## src/rtl/core/cbd_pkg.sv

```systemverilog
package cbd_pkg;

  localparam int RAM_BYTES = 2048;
  localparam int RAM_AW    = $clog2(RAM_BYTES);

  localparam logic [1:0] REQ_READ  = 2'd0;
  localparam logic [1:0] REQ_WRITE = 2'd1;
  localparam logic [1:0] REQ_TICK  = 2'd2;

  localparam logic [1:0] PRD_NONE = 2'd0;
  localparam logic [1:0] PRD_READ = 2'd1;
  localparam logic [1:0] PRD_PEEK = 2'd2;

  localparam logic [15:0] RAM_TOP      = 16'h1FFF;
  localparam logic [15:0] PPU_TOP      = 16'h3FFF;
  localparam logic [15:0] OAM_DMA_PORT = 16'h4014;
  localparam logic [15:0] PAD1_ADDR    = 16'h4016;
  localparam logic [15:0] PAD2_ADDR    = 16'h4017;

  localparam logic [2:0] PHASE_EVEN = 3'd0;
  localparam logic [2:0] PHASE_ODD  = 3'd3;
  localparam logic [2:0] PHASE_LAST = 3'd5;

  typedef struct packed {
    logic [7:0]  read_data;
    logic [15:0] bus_address;
    logic [1:0]  ppu_read;
    logic        ppu_write;
    logic [2:0]  ppu_reg;
    logic [7:0]  ppu_wdata;
    logic        oam_write;
    logic [7:0]  oam_index;
    logic [7:0]  oam_data;
    logic        cpu_step;
    logic        nmi_to_cpu;
    logic        dma_busy;
  } res_t;

  typedef struct packed {
    res_t res;
    logic use_ram;
    logic dma_rd;
  } stage_t;

  typedef struct packed {
    logic              re;
    logic [RAM_AW-1:0] raddr;
    logic              we;
    logic [RAM_AW-1:0] waddr;
    logic [7:0]        wdata;
  } ram_req_t;

endpackage

```

## src/rtl/core/cbd_ctrl.sv

```systemverilog
module cbd_ctrl
  import cbd_pkg::*;
(
  input  logic        clk,
  input  logic        rst_n,
  input  logic        acc,
  input  logic [1:0]  req_type,
  input  logic [15:0] address,
  input  logic [7:0]  wdata,
  input  logic        read_only,
  input  logic        cart_hit,
  input  logic [7:0]  cart_data,
  input  logic [7:0]  ppu_rdata,
  input  logic [7:0]  pad_one,
  input  logic [7:0]  pad_two,
  input  logic        ppu_nmi,
  input  logic        cap_en,
  input  logic [7:0]  cap_data,
  output stage_t      stage_nxt,
  output ram_req_t    ram_req
);

  logic [7:0] pad_shift_r [2];
  logic [7:0] pad_shift_nxt [2];
  logic [7:0] dma_page_r, dma_page_nxt;
  logic [7:0] dma_index_r, dma_index_nxt;
  logic [7:0] dma_byte_r;
  logic       dma_running_r, dma_running_nxt;
  logic       dma_align_r, dma_align_nxt;
  logic [2:0] tick_phase_r, tick_phase_nxt;

  always_comb begin
    logic        do_rd;
    logic        peek;
    logic [15:0] a;
    logic        odd;

    stage_nxt        = '0;
    pad_shift_nxt[0] = pad_shift_r[0];
    pad_shift_nxt[1] = pad_shift_r[1];
    dma_page_nxt     = dma_page_r;
    dma_index_nxt    = dma_index_r;
    dma_running_nxt  = dma_running_r;
    dma_align_nxt    = dma_align_r;
    tick_phase_nxt   = tick_phase_r;
    do_rd            = 1'b0;
    peek             = 1'b0;
    a                = address;
    odd              = (tick_phase_r == PHASE_ODD);
    ram_req          = '0;

    unique case (req_type)
      REQ_READ: begin
        do_rd = 1'b1;
        peek  = read_only;
        stage_nxt.res.bus_address = address;
      end
      REQ_WRITE: begin
        stage_nxt.res.bus_address = address;
        if (cart_hit) begin
        end else if (address <= RAM_TOP) begin
          ram_req.we = acc;
        end else if (address <= PPU_TOP) begin
          stage_nxt.res.ppu_write = 1'b1;
          stage_nxt.res.ppu_reg   = address[2:0];
          stage_nxt.res.ppu_wdata = wdata;
        end else if (address == OAM_DMA_PORT) begin
          dma_page_nxt    = wdata;
          dma_index_nxt   = '0;
          dma_running_nxt = 1'b1;
        end else if (address == PAD1_ADDR) begin
          pad_shift_nxt[0] = pad_one;
        end else if (address == PAD2_ADDR) begin
          pad_shift_nxt[1] = pad_two;
        end
      end
      REQ_TICK: begin
        if (tick_phase_r == PHASE_EVEN || odd) begin
          if (dma_running_r) begin
            if (dma_align_r) begin
              if (odd) begin
                dma_align_nxt = 1'b0;
              end
            end else if (!odd) begin
              a     = {dma_page_r, dma_index_r};
              do_rd = 1'b1;
              stage_nxt.dma_rd          = 1'b1;
              stage_nxt.res.bus_address = a;
            end else begin
              stage_nxt.res.oam_write = 1'b1;
              stage_nxt.res.oam_index = dma_index_r;
              stage_nxt.res.oam_data  = dma_byte_r;
              dma_index_nxt           = dma_index_r + 8'd1;
              if (dma_index_r == 8'hFF) begin
                dma_running_nxt = 1'b0;
                dma_align_nxt   = 1'b1;
              end
            end
          end else begin
            stage_nxt.res.cpu_step = 1'b1;
          end
        end
        stage_nxt.res.nmi_to_cpu = ppu_nmi;
        tick_phase_nxt = (tick_phase_r >= PHASE_LAST) ? 3'd0 : tick_phase_r + 3'd1;
      end
      default: begin
      end
    endcase

    if (do_rd) begin
      if (cart_hit) begin
        stage_nxt.res.read_data = cart_data;
      end else if (a <= RAM_TOP) begin
        stage_nxt.use_ram = 1'b1;
      end else if (a <= PPU_TOP) begin
        stage_nxt.res.ppu_read  = peek ? PRD_PEEK : PRD_READ;
        stage_nxt.res.ppu_reg   = a[2:0];
        stage_nxt.res.read_data = ppu_rdata;
      end else if (a == PAD1_ADDR || a == PAD2_ADDR) begin
        stage_nxt.res.read_data = {7'd0, pad_shift_r[a[0]][7]};
        pad_shift_nxt[a[0]]     = {pad_shift_r[a[0]][6:0], 1'b0};
      end
    end

    stage_nxt.res.dma_busy = dma_running_nxt;
    ram_req.re    = acc;
    ram_req.raddr = a[RAM_AW-1:0];
    ram_req.waddr = address[RAM_AW-1:0];
    ram_req.wdata = wdata;
  end

  always_ff @(posedge clk) begin
    if (!rst_n) begin
      pad_shift_r[0] <= '0;
      pad_shift_r[1] <= '0;
      dma_page_r     <= '0;
      dma_index_r    <= '0;
      dma_byte_r     <= '0;
      dma_running_r  <= 1'b0;
      dma_align_r    <= 1'b1;
      tick_phase_r   <= '0;
    end else begin
      if (acc) begin
        pad_shift_r[0] <= pad_shift_nxt[0];
        pad_shift_r[1] <= pad_shift_nxt[1];
        dma_page_r     <= dma_page_nxt;
        dma_index_r    <= dma_index_nxt;
        dma_running_r  <= dma_running_nxt;
        dma_align_r    <= dma_align_nxt;
        tick_phase_r   <= tick_phase_nxt;
      end
      if (cap_en) begin
        dma_byte_r <= cap_data;
      end
    end
  end

endmodule

```

## config.mk

```make
export PLATFORM = sky130hd
export DESIGN_NAME = cbd_ctrl
export DESIGN_NICKNAME = d
export VERILOG_FILES = /design/src/rtl/core/cbd_pkg.sv /design/src/rtl/core/cbd_ctrl.sv
export SDC_FILE = /design/constraint.sdc
export NUM_CORES = 1
export LEC_CHECK = 0
export BUFFER_PORTS_ARGS = -buffer_cell sky130_fd_sc_hd__buf_2
export CORE_ASPECT_RATIO = 0.6
export CORE_MARGIN = 3
export CORE_UTILIZATION = 45
export DETAILED_ROUTE_END_ITERATION = 8
export PLACE_DENSITY = 0.83
export SLEW_MARGIN = 5
export SYNTH_ARGS = -nofsm -noshare
export SYNTH_HDL_FRONTEND = slang
export SYNTH_SLANG_ARGS = --single-unit
```

## constraint.sdc

```tcl
create_clock -name clk -period 3.95 [get_ports clk]
set_clock_uncertainty 0.1 [all_clocks]
set_input_delay 0.9875 -clock clk [delete_from_list [all_inputs] [get_ports clk]]
set_output_delay 0.9875 -clock clk [all_outputs]
set_load 0.05 [all_outputs]
```

==> flow_summary_export.csv <==
group,metric,value,unit
synthesis,mappedNetlistNets,536,
pwr,p_int,833,uW
cts,ctsRootBufferMaster,"sky130_fd_sc_hd__clkbuf_16",
hold_path,min-delay-path-class,"reg -> reg",
routing,wl_per_cell,18.3,um
synthesis,synth-main-ff-cell,"sky130_fd_sc_hd__dfxtp_1",
worst_setup_path,timing.reg2reg.worst_path_depth,11,
pwr,power.net_switching,416,uW
synthesis,post_synth_num_cell_types,58,
worst_setup_path,worst-endpoint-required,2.86,ns
routing,via_per_inst,5.92,
pwr,p_clk_frac,0.329,
routing,drt_pre_antenna_iters,6,
routing,totalWireLength,13000,um
sta,timing.final.setup_violations,0,
placement,placement.cell_area,4640,um2
routing,vias,4185,
worst_setup_path,worst_r2r_startpoint,"tick_phase_r[0]$_SDFFE_PN0P_",
synthesis,synth-seq-area-share,0.289,
worst_setup_path,worstPathMaxFanout,12,
floorplan,initial_core_utilization,0.484,
routing,final_antenna_net_count,0,
placement,numPortBuffers,164,
synthesis,yosys_warnings,0,
pwr,p_leak,2.19,nW
routing,drt_iter0_drc,419,
placement,dp_hpwl,10000,um
floorplan,die-area,9320,um2
final_layout,layout.cell_area.non_filler,4850,um2
cts,tritoncts_num_sinks,45,
status,status,"completed",
global_routing,grt_antenna_before_repair,0,
final_layout,num_antenna_cells,0,
final_layout,most-common-layout-cells,"sky130_fd_sc_hd__buf_2, sky130_fd_sc_hd__nand2_1, sky130_fd_sc_hd__mux2i_1, sky130_fd_sc_hd__buf_4, sky130_fd_sc_hd__dfxtp_1",
global_routing,grt_overflow,0,
global_routing,first_pass_grt_wire_length,19700,um
floorplan,die_width,123,um
cts,clock_transition_at_the_registers_of_the_reported_paths,0.06,ns
worst_setup_path,cp_data_arrival_time,2.83,ns
cts,cts-buffers-inserted,5,
synthesis,synthesis.area_per_instance,8.09,um2
synthesis,post_synth_inst_count,454,
cts,worst_skew_pair.late_latency,0.28,ns
cts,cts-root-to-sink-buffers,2,
placement,place_congestion,0.913,
global_routing,grt_util_all_layers,0.262,
floorplan,core_area,7600,um2
sta,final_period_minus_worst_setup_slack,3.92,ns
floorplan,floorplan.io_pins,165,
sta,maxSlewViolCount,0,
pwr,p_comb_frac,0.264,
global_routing,maximum_number_of_pins_on_one_net_before_global_route_repair,38,
final_layout,final_util,0.639,
final_layout,mostFrequentLayoutCell,"sky130_fd_sc_hd__buf_2",
cts,tritoncts,"yes",
worst_setup_path,worst_setup_path_end_kind,"primary output",
cts,htree_levels,2,
pwr,switching_share,0.333,
synthesis,yosys_register_bits,45,
pwr,power_frac_seq,0.407,
final_layout,design.final.nets,684,
worst_setup_path,cp-startpoint,"req_type[0]",
sta,final_period_utilization,0.992,
hold_path,holdPathStages,2,
sta,hold_viol,0,
sta,maxSlewHeadroom,0.454,
synthesis,synth_area,3670,um2
pwr,irDropWorstVdd,0.168,mV
floorplan,floorplan.rows,24,
synthesis,synth-edff-count,16,
run,max-cap-violations,0,
pwr,power_density,258,nW/um2
worst_setup_path,critPathLaunchType,"primary input",
final_layout,synthToLayoutAreaGrowth,32.0,%
sta,worstMarginPinSlew,0.819,ns
floorplan,dieHeight,76,um
hold_path,hold_crit_start,"dma_byte_r[7]$_SDFFE_PN0P_",
synthesis,async_reset_ff_frac,0,
global_routing,first_global_vias,3845,
worst_setup_path,crit_path_category,"in -> out",
final_layout,drive_above_1_share,0.391,
sta,fmax,255,MHz
routing,detail_route.drc_violations,0,
-- sequential cells by signal, summed over array words and instances, names as in the netlist --
name           count
dma_byte_r         8
tick_phase_r       3
dma_align_r        1
pad_shift_r       16
dma_running_r      1
dma_page_r         8
dma_index_r        8
-- final cells by class --
type / count / area (um2)
timing repair buffer: 193 / 1100
multi-input combinational: 346 / 2380
fill: 648 / 2750
clock buffer: 6 / 129
inverter: 11 / 41.3
clock inverter: 2 / 10.0
tap: 104 / 130
sequential: 45 / 1060
-- worst max-delay path, cell delays in order --
cell                      delay (ns)
sky130_fd_sc_hd__buf_2          0.11
sky130_fd_sc_hd__inv_1          0.07
sky130_fd_sc_hd__ha_2           0.22
sky130_fd_sc_hd__and4b_1        0.23
sky130_fd_sc_hd__buf_4          0.15
sky130_fd_sc_hd__nand2_4        0.06
sky130_fd_sc_hd__buf_4          0.18
sky130_fd_sc_hd__inv_2          0.07
sky130_fd_sc_hd__nand4_1        0.14
sky130_fd_sc_hd__and2_1         0.24
sky130_fd_sc_hd__o22ai_4        0.09
sky130_fd_sc_hd__buf_2          0.28
-- repair_timing --
action	CTS	global route
hold buffers	0	0
buffers inserted	0	1
setup endpoints to repair	1	22
resized for setup	1	31
-- synthesized netlist by cell type (12+ instances only) --
master / n / share of area
sky130_fd_sc_hd__nor2_1: 12 / 0.012
sky130_fd_sc_hd__nand2_1: 59 / 0.060
sky130_fd_sc_hd__dfxtp_1: 29 / 0.16
sky130_fd_sc_hd__o21ai_0: 20 / 0.027
sky130_fd_sc_hd__nand3_1: 22 / 0.030
sky130_fd_sc_hd__a211oi_1: 15 / 0.031
sky130_fd_sc_hd__mux2i_1: 35 / 0.095
sky130_fd_sc_hd__edfxtp_1: 16 / 0.13
sky130_fd_sc_hd__clkbuf_1: 25 / 0.026
sky130_fd_sc_hd__a21oi_1: 20 / 0.027
sky130_fd_sc_hd__and2_1: 31 / 0.053
sky130_fd_sc_hd__nor2b_1: 22 / 0.037
sky130_fd_sc_hd__buf_4: 21 / 0.043
-- cell families (layout without fill, tap and decap cells) --
logic type,count (synthesis),after routing,synth area share
buffers and inverters,63,212,0.0906
DFF,45,45,0.289
and+or+nand+nor,203,203,0.308
adders and majority gates,9,9,0.0306
muxes,36,36,0.0984
AOI/OAI and AO/OA,98,98,0.184
-- through the flow --
step	setup slack, ns	setup TNS [ns]	cells	hold WS, ns	total power [mW]
detailed placement	0.0210	0	698	0.404	0.837
global placement	0.0883	0	698	0.392	0.830
CTS	0.0368	0	706	0.421	1.24
finish	0.0309	0	707	0.416	1.25
floorplan	-0.181	-0.345	454	0.374	0.742
global route	-0.00740	-0.0197	707	0.454	1.29
-- metal layers --
metal / share of wire / vias to the layer above / GRT usage / routed length [um]
met4: 0.0085 / 0 / 0.0447 / 110
met5: 0 / - / 0 / 0
met3: 0.12 / 12 / 0.0527 / 1530
met2: 0.45 / 297 / 0.414 / 5840
met1: 0.42 / 1960 / 0.373 / 5480
li1: - / 1916 / - / -
-- power by group through the flow --
stage | logic [mW] | registers (mW) | clock network (mW)
after floorplan | 0.229 | 0.513 | 0
final | 0.330 | 0.509 | 0.411
after CTS | 0.320 | 0.508 | 0.414
after global placement | 0.313 | 0.517 | 0
after global routing | 0.348 | 0.510 | 0.436
after detailed placement | 0.319 | 0.518 | 0
-- worst paths after layout --
path	endpoint	slack, ns
min	dma_byte_r[7]$_SDFFE_PN0P_	0.42
max	stage_nxt[52]	0.03
max reg2reg	pad_shift_r[1][7]$_SDFFCE_PN0P_	0.72
min reg2reg	dma_byte_r[7]$_SDFFE_PN0P_	0.42
Power figures use the tool's default switching activity.
